--- src/design/spmq_pkg.sv ---
package spmq_pkg;

    // default build of the block
    localparam int QUEUE_DEPTH_DEF = 16;
    localparam int HANDLE_BITS_DEF = 16;
    localparam int NUM_LEVELS_DEF  = 3;

    // fixed widths of the word fields
    localparam int CMD_W    = 1;
    localparam int MSG_W    = 16;
    localparam int PRIO_W   = 3;
    localparam int STATUS_W = 2;

    typedef enum logic [CMD_W-1:0] {
        CMD_PUSH = 1'b0,
        CMD_POP  = 1'b1
    } t_cmd;

    typedef enum logic [STATUS_W-1:0] {
        ST_OK       = 2'd0,
        ST_BAD_PRIO = 2'd1,
        ST_FULL     = 2'd2,
        ST_EMPTY    = 2'd3
    } t_status;

    typedef enum logic {
        S_IDLE = 1'b0,
        S_OUT  = 1'b1
    } t_state;

endpackage

--- src/design/spmq_if.sv ---
interface spmq_in_if;
    logic                          valid;
    logic                          ready;
    logic [spmq_pkg::CMD_W-1:0]    cmd;
    logic [spmq_pkg::MSG_W-1:0]    msg_handle;
    logic [spmq_pkg::PRIO_W-1:0]   prio_level;

    modport source (output valid, cmd, msg_handle, prio_level, input ready);
    modport sink   (input valid, cmd, msg_handle, prio_level, output ready);
endinterface

interface spmq_out_if #(
    parameter int HANDLE_BITS = spmq_pkg::HANDLE_BITS_DEF
);
    logic                            valid;
    logic                            ready;
    logic [spmq_pkg::STATUS_W-1:0]   status;
    logic                            out_valid;
    logic [HANDLE_BITS-1:0]          out_handle;

    modport source (output valid, status, out_valid, out_handle, input ready);
    modport sink   (input valid, status, out_valid, out_handle, output ready);
endinterface

--- src/design/spmq_ctrl.sv ---
module spmq_ctrl (
    input  logic i_clk,
    input  logic i_rst_n,
    input  logic i_in_valid,
    input  logic i_out_ready,
    output logic o_in_ready,
    output logic o_out_valid,
    output logic o_accept
);

    spmq_pkg::t_state r_state;
    spmq_pkg::t_state n_state;

    always_ff @(posedge i_clk) begin
        if (!i_rst_n) begin
            r_state <= spmq_pkg::S_IDLE;
        end else begin
            r_state <= n_state;
        end
    end

    // next state
    always_comb begin
        n_state = r_state;
        unique case (r_state)
            spmq_pkg::S_IDLE: begin
                if (i_in_valid) begin
                    n_state = spmq_pkg::S_OUT;
                end
            end
            spmq_pkg::S_OUT: begin
                if (i_out_ready) begin
                    n_state = spmq_pkg::S_IDLE;
                end
            end
            default: n_state = spmq_pkg::S_IDLE;
        endcase
    end

    // outputs
    always_comb begin
        o_in_ready  = 1'b0;
        o_out_valid = 1'b0;
        o_accept    = 1'b0;
        unique case (r_state)
            spmq_pkg::S_IDLE: begin
                o_in_ready = 1'b1;
                o_accept   = i_in_valid;
            end
            spmq_pkg::S_OUT: begin
                o_out_valid = 1'b1;
            end
            default: begin
                o_in_ready = 1'b0;
            end
        endcase
    end

endmodule

--- src/design/spmq_dpath.sv ---
module spmq_dpath #(
    parameter int QUEUE_DEPTH = spmq_pkg::QUEUE_DEPTH_DEF,
    parameter int HANDLE_BITS = spmq_pkg::HANDLE_BITS_DEF,
    parameter int NUM_LEVELS  = spmq_pkg::NUM_LEVELS_DEF
) (
    input  logic                            i_clk,
    input  logic                            i_rst_n,
    input  logic                            i_accept,
    input  logic [spmq_pkg::CMD_W-1:0]      i_cmd,
    input  logic [spmq_pkg::MSG_W-1:0]      i_msg_handle,
    input  logic [spmq_pkg::PRIO_W-1:0]     i_prio_level,
    output logic [spmq_pkg::STATUS_W-1:0]   o_status,
    output logic                            o_out_valid,
    output logic [HANDLE_BITS-1:0]          o_out_handle
);

    localparam int PTR_W   = $clog2(QUEUE_DEPTH);
    localparam int CNT_W   = $clog2(QUEUE_DEPTH + 1);
    localparam int LVL_W   = $clog2(NUM_LEVELS);
    localparam int ENTRIES = NUM_LEVELS * QUEUE_DEPTH;
    localparam int ADDR_W  = $clog2(ENTRIES);

    logic [PTR_W-1:0]       r_rd_ptr [NUM_LEVELS];
    logic [PTR_W-1:0]       r_wr_ptr [NUM_LEVELS];
    logic [CNT_W-1:0]       r_cnt    [NUM_LEVELS];
    logic [HANDLE_BITS-1:0] r_mem    [ENTRIES];
    logic [HANDLE_BITS-1:0] r_rd_data;
    spmq_pkg::t_status      r_status;
    logic                   r_res_valid;

    logic [spmq_pkg::PRIO_W-1:0] w_lvl_m1;
    logic [LVL_W-1:0]            w_push_q;
    logic                        w_prio_ok;
    logic                        w_full;
    logic [LVL_W-1:0]            w_pop_q;
    logic                        w_any;
    logic                        w_is_pop;
    logic                        w_do_push;
    logic                        w_do_pop;
    logic [ADDR_W-1:0]           w_waddr;
    logic [ADDR_W-1:0]           w_raddr;
    spmq_pkg::t_status           w_status;

    function automatic logic [PTR_W-1:0] wrap_inc(input logic [PTR_W-1:0] p);
        return (p == PTR_W'(QUEUE_DEPTH - 1)) ? '0 : p + PTR_W'(1);
    endfunction

    // push side decode
    assign w_lvl_m1  = i_prio_level - spmq_pkg::PRIO_W'(1);
    assign w_push_q  = w_lvl_m1[LVL_W-1:0];
    assign w_prio_ok = (i_prio_level != '0) && (int'(i_prio_level) <= NUM_LEVELS);
    assign w_full    = (r_cnt[w_push_q] == CNT_W'(QUEUE_DEPTH));
    assign w_is_pop  = (i_cmd == spmq_pkg::CMD_POP);

    // pop side: lowest-numbered non-empty level wins
    always_comb begin
        w_pop_q = '0;
        w_any   = 1'b0;
        for (int l = NUM_LEVELS - 1; l >= 0; l--) begin
            if (r_cnt[l] != '0) begin
                w_pop_q = LVL_W'(l);
                w_any   = 1'b1;
            end
        end
    end

    always_comb begin
        if (w_is_pop) begin
            w_status = w_any ? spmq_pkg::ST_OK : spmq_pkg::ST_EMPTY;
        end else if (!w_prio_ok) begin
            w_status = spmq_pkg::ST_BAD_PRIO;
        end else if (w_full) begin
            w_status = spmq_pkg::ST_FULL;
        end else begin
            w_status = spmq_pkg::ST_OK;
        end
    end

    assign w_do_push = i_accept && !w_is_pop && w_prio_ok && !w_full;
    assign w_do_pop  = i_accept && w_is_pop && w_any;

    assign w_waddr = ADDR_W'(w_push_q) * ADDR_W'(QUEUE_DEPTH) + ADDR_W'(r_wr_ptr[w_push_q]);
    assign w_raddr = ADDR_W'(w_pop_q) * ADDR_W'(QUEUE_DEPTH) + ADDR_W'(r_rd_ptr[w_pop_q]);

    // handle store, one write and one registered read port
    always_ff @(posedge i_clk) begin
        if (w_do_push) begin
            r_mem[w_waddr] <= HANDLE_BITS'(i_msg_handle);
        end
        if (w_do_pop) begin
            r_rd_data <= r_mem[w_raddr];
        end
    end

    // pointers and fill counts
    always_ff @(posedge i_clk) begin
        if (!i_rst_n) begin
            for (int l = 0; l < NUM_LEVELS; l++) begin
                r_rd_ptr[l] <= '0;
                r_wr_ptr[l] <= '0;
                r_cnt[l]    <= '0;
            end
        end else begin
            if (w_do_push) begin
                r_wr_ptr[w_push_q] <= wrap_inc(r_wr_ptr[w_push_q]);
                r_cnt[w_push_q]    <= r_cnt[w_push_q] + CNT_W'(1);
            end
            if (w_do_pop) begin
                r_rd_ptr[w_pop_q] <= wrap_inc(r_rd_ptr[w_pop_q]);
                r_cnt[w_pop_q]    <= r_cnt[w_pop_q] - CNT_W'(1);
            end
        end
    end

    // result word
    always_ff @(posedge i_clk) begin
        if (i_accept) begin
            r_status    <= w_status;
            r_res_valid <= w_do_pop;
        end
    end

    assign o_status     = r_status;
    assign o_out_valid  = r_res_valid;
    assign o_out_handle = r_res_valid ? r_rd_data : '0;

endmodule

--- src/design/strict_priority_multi_queue.sv ---
// strict-priority queue of message handles with NUM_LEVELS fifo levels of
// QUEUE_DEPTH entries each. a push word (cmd 0) appends msg_handle to the
// queue of prio_level 1..NUM_LEVELS; any other level gives status 1 and a
// push to a full level gives status 2, both leaving the queues untouched.
// a pop word (cmd 1) returns the head of the lowest-numbered non-empty level
// with out_valid set, or status 3 with no handle when every level is empty.
// every input word yields exactly one result word. one word is in flight at
// a time: the result appears the cycle after acceptance and the next input
// word is taken the cycle after the result is taken. the pacing is set by
// the single shared handle memory with its registered read port and the
// two-state sequencer around it. no clearing pass is needed after reset.
module strict_priority_multi_queue #(
    parameter int QUEUE_DEPTH = spmq_pkg::QUEUE_DEPTH_DEF,
    parameter int HANDLE_BITS = spmq_pkg::HANDLE_BITS_DEF,
    parameter int NUM_LEVELS  = spmq_pkg::NUM_LEVELS_DEF
) (
    input  logic          i_clk,
    input  logic          i_rst_n,
    spmq_in_if.sink       i_in,
    spmq_out_if.source    o_out
);

    // handshake sequencing lives in the controller
    logic w_accept;

    spmq_ctrl u_ctrl (
        .i_clk       (i_clk),
        .i_rst_n     (i_rst_n),
        .i_in_valid  (i_in.valid),
        .i_out_ready (o_out.ready),
        .o_in_ready  (i_in.ready),
        .o_out_valid (o_out.valid),
        .o_accept    (w_accept)
    );

    // queues, pointers and the result word register
    spmq_dpath #(
        .QUEUE_DEPTH (QUEUE_DEPTH),
        .HANDLE_BITS (HANDLE_BITS),
        .NUM_LEVELS  (NUM_LEVELS)
    ) u_dpath (
        .i_clk        (i_clk),
        .i_rst_n      (i_rst_n),
        .i_accept     (w_accept),
        .i_cmd        (i_in.cmd),
        .i_msg_handle (i_in.msg_handle),
        .i_prio_level (i_in.prio_level),
        .o_status     (o_out.status),
        .o_out_valid  (o_out.out_valid),
        .o_out_handle (o_out.out_handle)
    );

endmodule
--- src/flat_wrapper.sv ---
// flat-port wrapper written by rule: the top's interface ports become plain ports
module strict_priority_multi_queue_flat 
#(
    parameter int QUEUE_DEPTH = spmq_pkg::QUEUE_DEPTH_DEF,
    parameter int HANDLE_BITS = spmq_pkg::HANDLE_BITS_DEF,
    parameter int NUM_LEVELS  = spmq_pkg::NUM_LEVELS_DEF
)
  (i_clk, i_rst_n, i_in_valid, i_in_cmd, i_in_msg_handle, i_in_prio_level, i_in_ready, o_out_valid, o_out_status, o_out_out_valid, o_out_out_handle, o_out_ready);
  spmq_in_if i_in_i ();
  spmq_out_if #(.HANDLE_BITS(HANDLE_BITS)) o_out_i ();
  input  logic i_clk;
  input  logic i_rst_n;
  input wire logic [$bits(i_in_i.valid)-1:0] i_in_valid;
  input wire logic [$bits(i_in_i.cmd)-1:0] i_in_cmd;
  input wire logic [$bits(i_in_i.msg_handle)-1:0] i_in_msg_handle;
  input wire logic [$bits(i_in_i.prio_level)-1:0] i_in_prio_level;
  output wire logic [$bits(i_in_i.ready)-1:0] i_in_ready;
  output wire logic [$bits(o_out_i.valid)-1:0] o_out_valid;
  output wire logic [$bits(o_out_i.status)-1:0] o_out_status;
  output wire logic [$bits(o_out_i.out_valid)-1:0] o_out_out_valid;
  output wire logic [$bits(o_out_i.out_handle)-1:0] o_out_out_handle;
  input wire logic [$bits(o_out_i.ready)-1:0] o_out_ready;
  assign i_in_i.valid = i_in_valid;
  assign i_in_i.cmd = i_in_cmd;
  assign i_in_i.msg_handle = i_in_msg_handle;
  assign i_in_i.prio_level = i_in_prio_level;
  assign i_in_ready = i_in_i.ready;
  assign o_out_valid = o_out_i.valid;
  assign o_out_status = o_out_i.status;
  assign o_out_out_valid = o_out_i.out_valid;
  assign o_out_out_handle = o_out_i.out_handle;
  assign o_out_i.ready = o_out_ready;
  strict_priority_multi_queue #(.QUEUE_DEPTH(QUEUE_DEPTH), .HANDLE_BITS(HANDLE_BITS), .NUM_LEVELS(NUM_LEVELS)) u_core (.i_clk(i_clk), .i_rst_n(i_rst_n), .i_in(i_in_i), .o_out(o_out_i));
endmodule
--- config.mk ---
export PLATFORM = sky130hd
export DESIGN_NAME = strict_priority_multi_queue_flat
export DESIGN_NICKNAME = d
export VERILOG_FILES = /design/src/design/spmq_pkg.sv /design/src/design/spmq_if.sv /design/src/design/spmq_ctrl.sv /design/src/design/spmq_dpath.sv /design/src/design/strict_priority_multi_queue.sv /design/src/flat_wrapper.sv
export SDC_FILE = /design/constraint.sdc
export NUM_CORES = 1
export LEC_CHECK = 0
export ABC_AREA = 1
export ABC_CLOCK_PERIOD_IN_PS = 7300
export BUFFER_PORTS_ARGS = -buffer_cell sky130_fd_sc_hd__clkbuf_2
export CAP_MARGIN = 20
export CORE_MARGIN = 5
export CORE_UTILIZATION = 55
export CTS_CLUSTER_DIAMETER = 100
export DETAILED_ROUTE_END_ITERATION = 8
export GPL_TIMING_DRIVEN = 1
export PLACE_DENSITY = 0.8
export REMOVE_ABC_BUFFERS = 1
export SKIP_CTS_REPAIR_TIMING = 1
export SYNTH_ARGS = -nofsm -noshare
export SYNTH_HDL_FRONTEND = slang
export SYNTH_SLANG_ARGS = --single-unit
--- constraint.sdc ---
create_clock -name i_clk -period 7.3 [get_ports i_clk]
set_input_delay 2.19 -clock i_clk [delete_from_list [all_inputs] [get_ports i_clk]]
set_output_delay 2.19 -clock i_clk [all_outputs]
set_load 0.03 [all_outputs]
Word-level counts from Yosys, hierarchy flattened --
Memories as Yosys holds them, arrays and structs flattened. A register that Yosys moved wholly into a read port is not among the register bits. Index checks and enable logic that the tools add are counted.
Storage, ports and cells: flip-flop bits (word level) 4, bits in writable memories 807, input bits 24, output and inout bits 21, logic and storage cells 74, memories 4
Cells by class: add/sub/neg operators 7, $lt $le $gt $ge 1, equal/unequal tests 3, mux-type cells 39, bitwise operators 1, reduce and logical (&&, ||, !) cells 16
Memory list:
- u_core.u_dpath.r_mem | words 48, width 16, read ports 1, clocked after Yosys merged registers in 1, write ports 1, line spmq_dpath.sv:26 | logic [HANDLE_BITS-1:0] r_mem [ENTRIES];
- u_core.u_dpath.r_cnt | words 3, width 5, read ports 5, clocked after Yosys merged registers in 0, write ports 3, line spmq_dpath.sv:25 | logic [CNT_W-1:0] r_cnt [NUM_LEVELS];
- u_core.u_dpath.r_rd_ptr | words 3, width 4, read ports 1, clocked after Yosys merged registers in 0, write ports 3, line spmq_dpath.sv:23 | logic [PTR_W-1:0] r_rd_ptr [NUM_LEVELS];
- u_core.u_dpath.r_wr_ptr | words 3, width 4, read ports 1, clocked after Yosys merged registers in 0, write ports 3, line spmq_dpath.sv:24 | logic [PTR_W-1:0] r_wr_ptr [NUM_LEVELS];
Operators by type and width (count):
- $mux 2 | 11
- $mux 1 | 20
- $mux 16 | 1
- $mux 4 | 4
- $reduce_bool 5->1 | 3
- $add 6x4->6 | 2
- $mux 5 | 2
- $reduce_or 5->1 | 2
- $add 4x1->4 const B | 2
- $eq 4x4->1 const B | 2
- $reduce_or 4->1 | 2
- $logic_and 1x1->1 | 6
- $add 5x1->5 const B | 1
- $eq 5x5->1 const B | 1
- $sub 5x1->5 const B | 1
- $le 3x2->1 const B | 1
- $reduce_bool 3->1 | 1
- $logic_not 1->1 | 2
- $pmux 1 s2 | 1
- $sub 2x1->2 const B | 1
- $not 1->1 | 1

Longest topological paths before layout --
Gate-level depths: netlist of run 1. An unclocked memory read counts as a cell.
depth in word-level cells 11, depth in mapped cells 18, gate-level depth less buffers 16

Modules after synthesis --
From an unflattened synthesis of run 1, not the netlist that was laid out.
Unflattened totals: cell total of the unflattened synthesis 3714, area, all modules 37868.8 sq um
Modules (own cells, without submodules):
- spmq_dpath | instances 1, cells an instance 3706, area each 37815.0 sq um, seq. area each 25104.1 sq um
- spmq_ctrl | instances 1, cells an instance 8, area each 53.8 sq um, seq. area each 20.0 sq um

Least setup slack after synthesis of run 1 --
Ideal clock, no wire load.
path type input-to-reg, from input port i_in_prio_level[0], to memory u_core.u_dpath.r_mem[10][0] (netlist bit) (enable), setup time 0.388 ns, arrival 5.217 ns, data required time 6.912 ns, setup slack 1.695 ns, stages 14, buffers on the path 2, cell sequence clkinv_1 clkbuf_1 ha_1 inv_1 clkbuf_1 a21oi_1 a32oi_1 inv_1 ha_1 nand3_1 nand3_1 nor2_1 nand3_1 nor2_1
Between the ends: word-level cells in the longest chain between the ends 7, elaborated cells between the ends (all ways) 13, classes of those cells 2 x add/sub; 1 x order compare; 1 x eq/ne; 2 x mux; 5 x reduce/logical; 2 x memory
Ends and longest elaborated chain:
- from (decl) | line flat_wrapper.sv:16 | input wire logic [$bits(i_in_i.prio_level)-1:0] i_in_prio_level;
- $sub 2x1->2 | line spmq_dpath.sv:49 | assign w_lvl_m1 = i_prio_level - spmq_pkg::PRIO_W'(1);
- $mem_v2 3x5
- $eq 5x5->1 | line spmq_dpath.sv:52 | assign w_full = (r_cnt[w_push_q] == CNT_W'(QUEUE_DEPTH));
- $logic_not 1->1 | line spmq_dpath.sv:79 | assign w_do_push = i_accept && !w_is_pop && w_prio_ok && !w_full;
- $logic_and 1x1->1 | line spmq_dpath.sv:79
- $mux 1 | line spmq_dpath.sv:87 | if (w_do_push) begin
- $mux 1 (implied by the code) | line spmq_dpath.sv:88 | r_mem[w_waddr] <= HANDLE_BITS'(i_msg_handle);
- to (decl) | line spmq_dpath.sv:26
Several ways; a longest one is shown, not always the timed one.

Worst setup path in the final report of run 1 --
from input port i_in_prio_level[0], to memory u_core.u_dpath.r_mem[43][10] (netlist bit) (enable)
Same word-level chain as after synthesis.

==> out/results.tsv, run 1 <==
metric	value	unit
whs_path_depth	3	
ant_nets	0	
ir_drop	0.223	mV
critical_path_peak_fanout	25	
cts-htree-levels	3	
power.density	253	mW/mm^2
synth-seq-cells	837	
cts_buffers	83	
worstHoldEndpoint	u_core.u_ctrl.r_state$_SDFF_PN0_	
timing.final.crit_share	79.7	%
detail_route.wl_per_cell	21.5	microns
gp_congestion	0.933	
ys_types	38	
ys_async_sr_fraction	0	%
antenna_found_initial	1	
fin_nets	3720	
max_freq	172	MHz
drive_gt1_share	7.44	%
grt_overflow	0	
yosysWarnings	0	
ff2ff_setup_slack	2.68	ns
rsz0062_at_grt	no	
busiest_layer	met2	
pre_cts_ws	1.03	ns
initial_core_util	55.2	%
synthFlopType	edfxtp_1	
port_buffers	44	
insertion_delay	0.64	ns
required	7.63	ns
gr-usage-met3	5.61	%
tightest_slew	1.17	ns
wl	99.6	mm
grt_pass1_vias	25500	
synth.avg_cell_area	10.3	sq um
drtIter0Drc	3823	
cts_tree	yes	
gr-usage-all-layers	26.7	%
arrival	6.15	ns
drc	0	
hold_slack	0.640	ns
path_clk_slew	0.06	ns
synth_edf_count	836	
pin_count	45	
ys_seq_area_share	66.6	%
placementRows	96	
dieArea	0.0739	sq mm
hold_start	u_core.u_ctrl.r_state$_SDFF_PN0_	
r2r-start	u_core.u_dpath.r_cnt[0][2]$_SDFFCE_PN0P_	
timing.final.ws_setup	1.48	ns
reg2regPathDepth	15	
grt_max_degree	194	
crit_type	input pin to register	
tns	0	ns
syn-instance-count	3656	
die_h	272	microns
hold_class	register to register	
endpoint_kind	register	
layout.cells.non_filler	4630	
numClockSinks	837	
cts_max_path_buffers	3	
r2r_end	u_core.u_dpath.r_rd_data[5]$_DFFE_PN_	
numPlacedInstances	4481	
status	complete, no violations	
slew_headroom	21.8	%
use_met2	42.9	%
start_kind	input pin	
root_buffer	clkbuf_16	
use_met1	35.4	%
setup_viol	0	
drv_cap	0	
clock_skew	0.0287	ns
area_growth	9.94	%
startpoint	i_in_prio_level[0]	
leakage	17.6	nW
vias	26500	
antenna_cells	0	
dp_hpwl	57.0	mm
viasPerCell	5.73	
drv_slew	0	
die_x	272	microns
hold_viol_final	0	
finalCriticalPeriod	5.82	ns
placed_cell_area	0.0389	sq mm
synthesis.area	0.0377	sq mm
grt_pass1_wl	150	mm
finalInstanceArea	0.0415	sq mm
core_area	0.0683	sq mm
dr.pass1.iters	6	
## Yosys cell counts, types with 2 or more instances
master    number  area, sq um
or2_2          3         18.8
nor3_1         2         10.0
nand2_2        4         25.0
nand2_1      704         2640
nand3_1      886         4430
a21oi_1       13         65.1
xor2_1         3         26.3
buf_4          9         67.6
a32oi_1        4         35.0
nand3b_1      99          743
buf_1         12         45.0
nor2_1       116          435
inv_1        738         2770
buf_2         92          460
buf_6         12          135
o21ai_1        3         15.0
nand3_2        5         50.1
inv_2          2         7.51
o21ai_0        9         45.0
nor2_2         6         37.5
ha_1          11          138
edfxtp_1     836        25100
clkbuf_1      72          270
## how the worst max path moves through the flow
stage	endpoint	slack (ns)	depth (start not counted)
after floorplan	u_core.u_dpath.r_rd_data[0]$_DFFE_PN_	-4.49	12
after global placement	u_core.u_dpath.r_mem[3][5]$_DFFE_PP_	1.22	15
after detailed placement	u_core.u_dpath.r_mem[43][5]$_DFFE_PP_	1.03	14
after CTS	u_core.u_dpath.r_mem[43][3]$_DFFE_PP_	1.69	14
after global routing	u_core.u_dpath.r_mem[43][1]$_DFFE_PP_	1.31	14
final	u_core.u_dpath.r_mem[43][10]$_DFFE_PP_	1.48	14
## power breakdown
part,switching [mW],internal (mW)
combinational,0.832,0.264
sequential,0.0156,5.32
clock,1.76,2.30
## cell type report
class	instances	area, sq um
Multi-Input combinational cell	1881	8880
Clock inverter	44	334
Sequential cell	837	25100
Clock buffer	104	2230
Inverter	741	2780
Tap cell	882	1100
Fill cell	5175	26900
Timing Repair Buffer	141	1010
## sequential cells by signal, summed over array words and instances (netlist names)
name,flops
u_core.u_dpath.r_wr_ptr,16
u_core.u_dpath.o_out_valid,1
u_core.u_dpath.r_rd_data,16
u_core.u_dpath.r_rd_ptr,13
u_core.u_dpath.o_status,2
u_core.u_ctrl.r_state,1
u_core.u_dpath.r_cnt,20
u_core.u_dpath.r_mem,768
## logic make-up after synthesis
| family | share of synthesized area [%] |
|---|---|
| other | 0.00994 |
| adder cells (fa/ha/maj) | 0.365 |
| XOR/XNOR | 0.0697 |
| AO/OA/AOI/OAI | 0.630 |
| AND/OR/NAND/NOR | 22.3 |
| flip-flops | 66.6 |
| buffers and inverters | 9.97 |
## cells in the final DEF (no fill, tap or decap), drive strengths merged
cell type	count
nand3	891
conb	1
o31ai	1
bufinv	4
a211oi	1
clkinvlp	1
a32oi	4
nand2	708
a31oi	1
xor2	3
o21a	1
o21ai	14
a21oi	13
dfxtp	1
nor3	2
nand3b	99
ha	11
clkinv	37
nor2	123
a21boi	1
buf	105
inv	743
clkbuf	140
nand4	1
o22ai	1
edfxtp	836
a32o	1
or2	4
## worst max-delay path: stages
cell	delay, ns
clkbuf_2	0.38
clkinv_1	0.17
ha_1	0.37
inv_1	0.36
a21oi_1	0.08
a32oi_1	0.25
inv_1	0.11
ha_1	0.22
nand3_1	0.11
nand3_1	0.19
nor2_1	0.26
nand3_1	0.61
nor2_1	0.54
buf_4	0.30
## per-stage QoR
stage	power, mW	utilization, %
2_1_floorplan	6.11	-
6_report	10.5	60.7
3_3_place_gp	6.48	56.9
3_5_place_dp	6.50	56.9
5_1_grt	10.8	60.7
4_1_cts	10.5	60.6
## per-layer routing
layer  part of all wire [%]  up-vias
met3                     12      284
met2                     47     1700
li1                       -    12100
met1                     36    12400
met4                    4.8        0
met5                      0        -
No activity file was read; power rests on OpenSTA's default activity.
==> run 2: changes to the inputs <==
--- a/config.mk
+++ b/config.mk
@@ -5,8 +5,8 @@
 export SDC_FILE = /design/constraint.sdc
 export NUM_CORES = 1
 export LEC_CHECK = 0
-export ABC_AREA = 1
-export ABC_CLOCK_PERIOD_IN_PS = 7300
+export ABC_AREA = 0
+export ABC_CLOCK_PERIOD_IN_PS = 5570
 export BUFFER_PORTS_ARGS = -buffer_cell sky130_fd_sc_hd__clkbuf_2
 export CAP_MARGIN = 20
 export CORE_MARGIN = 5
==> constraint.sdc (replaced) <==
create_clock -name i_clk -period 5.57 [get_ports i_clk]
set_input_delay 1.671 -clock i_clk [delete_from_list [all_inputs] [get_ports i_clk]]
set_output_delay 1.671 -clock i_clk [all_outputs]
set_load 0.03 [all_outputs]
==> out/results.tsv, run 2 <==
metric	value	unit	change
hold_slack	0.596	ns	-0.0448 ns
n_fill_cell	4287		-17%
power.density	365	mW/mm^2	+44%
synth_edf_count	835		-0.12%
drv_cap	0		unchanged
gr-usage-all-layers	27.0	%	+0.28 points
dieArea	0.0667	sq mm	-9.8%
intPower	10.5	mW	+33%
synth.top_cells.by_count	835 x edfxtp_1, 521 x nand2_1, 163 x nand3_1		
core_area	0.0614	sq mm	-10%
grt_overflow	0		unchanged
fin_nets	2556		-31%
cts_tree	yes		
ir_drop	0.234	mV	+4.7%
vias	21800		-18%
area_growth	12.0	%	
hold_viol_final	0		unchanged
synth.avg_cell_area	14.0	sq um	+36%
comb_power_share	9.5	%	-0.9 points
grt_max_degree	95		-51%
largest_register	u_core.u_dpath.r_mem		
drtIter0Drc	3401		-11%
power	13.9	mW	+32%
arrival	4.85	ns	-1.30 ns
crit_type	register to register		
detail_route.wl_per_cell	27.1	microns	+26%
setup_viol	0		unchanged
viasPerCell	6.45		+13%
grt_pass1_wl	134	mm	-10%
pin_count	45		unchanged
finalCriticalPeriod	4.56	ns	
root_buffer	clkbuf_16		
ant_nets	0		unchanged
cts_buffers	84		+1.2%
insertion_delay	0.64	ns	about the same
timing.final.crit_share	81.9	%	
dr.pass1.iters	7		+1
tightest_slew	1.14	ns	-0.0370 ns
tns	0	ns	unchanged
initial_core_util	55.2	%	about the same
critical_path_peak_fanout	59		+140%
path_clk_slew	0.06	ns	about the same
required	5.86	ns	-1.77 ns
syn-instance-count	2421		-34%
drc	0		unchanged
ys_async_sr_fraction	0	%	unchanged
cts_max_path_buffers	3		unchanged
antenna_found_initial	3		+2
yosysWarnings	0		unchanged
synth_top_area_cell	edfxtp_1		
rsz0062_at_grt	no		
start_kind	register		
status	complete, no violations		
cts-htree-levels	3		unchanged
synth-seq-cells	836		-0.12%
synthTopCellsByArea	edfxtp_1 74%, nand2_1 5.8%, mux2i_1 2.7%		
placementRows	91		-5.2%
largest_reg_flops	768		unchanged
max_freq	219	MHz	
port_buffers	44		unchanged
grt_pass1_vias	20800		-18%
clkPwrFrac	40.1	%	+1.4 points
dp_hpwl	57.6	mm	+0.93%
p_sw	3.35	mW	+29%
synthFlopType	edfxtp_1		
gp_congestion	0.950		+1.8%
die_h	258	microns	-5.0%
synth_top_cell_area_share	74.0	%	+7.4 points
yosysMostFrequentCell	edfxtp_1		
numClockSinks	836		-0.12%
endpoint_kind	register		
ys_types	73		+92%
finish.utilization	61.9	%	+1.2 points
layout_commonest_cell	edfxtp_1		
ys_seq_area_share	74.1	%	+7.4 points
top_regs	u_core.u_dpath.r_mem (768), u_core.u_dpath.r_cnt (20)		
synthesis.area	0.0339	sq mm	-10%
slew_headroom	24.2	%	+2.5 points
final_cell_mix	835 x edfxtp_1, 520 x nand2_1, 163 x nand3_1, 115 x nor2_1, 102 x buf_4		
die_x	258	microns	-5.0%
seq_power_share	50.4	%	-0.5 points
wl	91.7	mm	-7.9%
hold_class	register to register		
leakage	13.1	nW	-25%
clock_skew	0.0302	ns	+0.00149 ns
drive_gt1_share	12.3	%	+4.9 points
switching_share	24.2	%	-0.63 points
drv_slew	0		unchanged
-- run 2: cell count changes after synthesis, moves of 44 or more --
| cell | delta |
|---|---|
| nand3b_1 | -99 |
| nand2_1 | -183 |
| inv_1 | -726 |
| mux2i_1 | +90 |
| buf_2 | -44 |
| a211oi_1 | +45 |
| nand3_1 | -723 |
| and3_1 | +57 |
| a21oi_1 | +77 |
-- run 2: cells by family (layout without fill, tap and decap cells) --
family,count (synthesis),in the layout,synth area share (%)
and+or+nand+nor,961,961,12.5
DFF,836,836,74.1
AOI/OAI and AO/OA,342,342,6.93
buffers and inverters,154,322,2.33
muxes,109,109,3.59
adders and majority gates,11,11,0.406
xor gates and xnor gates,8,8,0.207
other,0,3,0
-- run 2: worst paths after layout --
| check | cells past startpoint | slack [ns] | startpoint | to |
|---|---|---|---|---|
| max | 11 | 1.01 | u_core.u_dpath.r_cnt[0][0]$_SDFFCE_PN0P_ | u_core.u_dpath.r_rd_data[8]$_DFFE_PN_ |
| min | 1 | 0.60 | u_core.u_ctrl.r_state$_SDFF_PN0_ | u_core.u_ctrl.r_state$_SDFF_PN0_ |
| max reg2reg | 11 | 1.01 | u_core.u_dpath.r_cnt[0][0]$_SDFFCE_PN0P_ | u_core.u_dpath.r_rd_data[8]$_DFFE_PN_ |
| min reg2reg | 1 | 0.60 | u_core.u_ctrl.r_state$_SDFF_PN0_ | u_core.u_ctrl.r_state$_SDFF_PN0_ |
-- run 2: power by group through the flow --
stage          logic [mW]  clock network, mW  registers [mW]
3_3_place_gp         1.25                  0            7.11
6_report             1.31               5.56            6.98
4_1_cts              1.28               5.58            6.98
3_5_place_dp         1.27                  0            7.11
2_1_floorplan       0.772                  0            7.11
5_1_grt              1.38               5.86            6.98
-- run 2: stage by stage --
stage,setup slack (ns),std cells,cell area (sq um)
4_1_cts,0.810,3372,37900
3_5_place_dp,0.211,3218,35200
2_1_floorplan,-5.20,2281,33100
3_3_place_gp,0.310,3211,35100
6_report,1.01,3382,38000
5_1_grt,0.872,3379,38000
-- run 2: final cells by class --
class	instances	area [sq um]	area share [%]
clock buffers	103	2190	5.78
clock inverters	51	490	1.29
multi-input cells	1431	8030	21.2
well taps	790	988	2.60
inverters	14	60.1	0.158
diodes	3	7.51	0.0198
repair buffers	154	1090	2.88
flip-flops and latches	836	25100	66.1
-- run 2: critical path, cell delays in order, from the launching register on --
cell and delay, ns:
edfxtp_1 0.47, nor3_2 0.23, and2_1 0.40, a21o_1 0.30, nand2_8 0.26, inv_6 0.58, buf_4 0.51, mux2i_1 0.30
a22o_1 0.23, nor3_1 0.10, a2111oi_2 0.40, nand4_1 0.33
-- run 2: routing by layer --
layer	share of wire [%]	wire, microns	global-route usage, %	vias up
met1	36	33500	37.4	10600
met5	0	0	0	-
li1	-	-	-	9336
met4	5.1	4700	11.3	0
met3	12	10700	5.26	282
met2	47	42800	42.6	1602
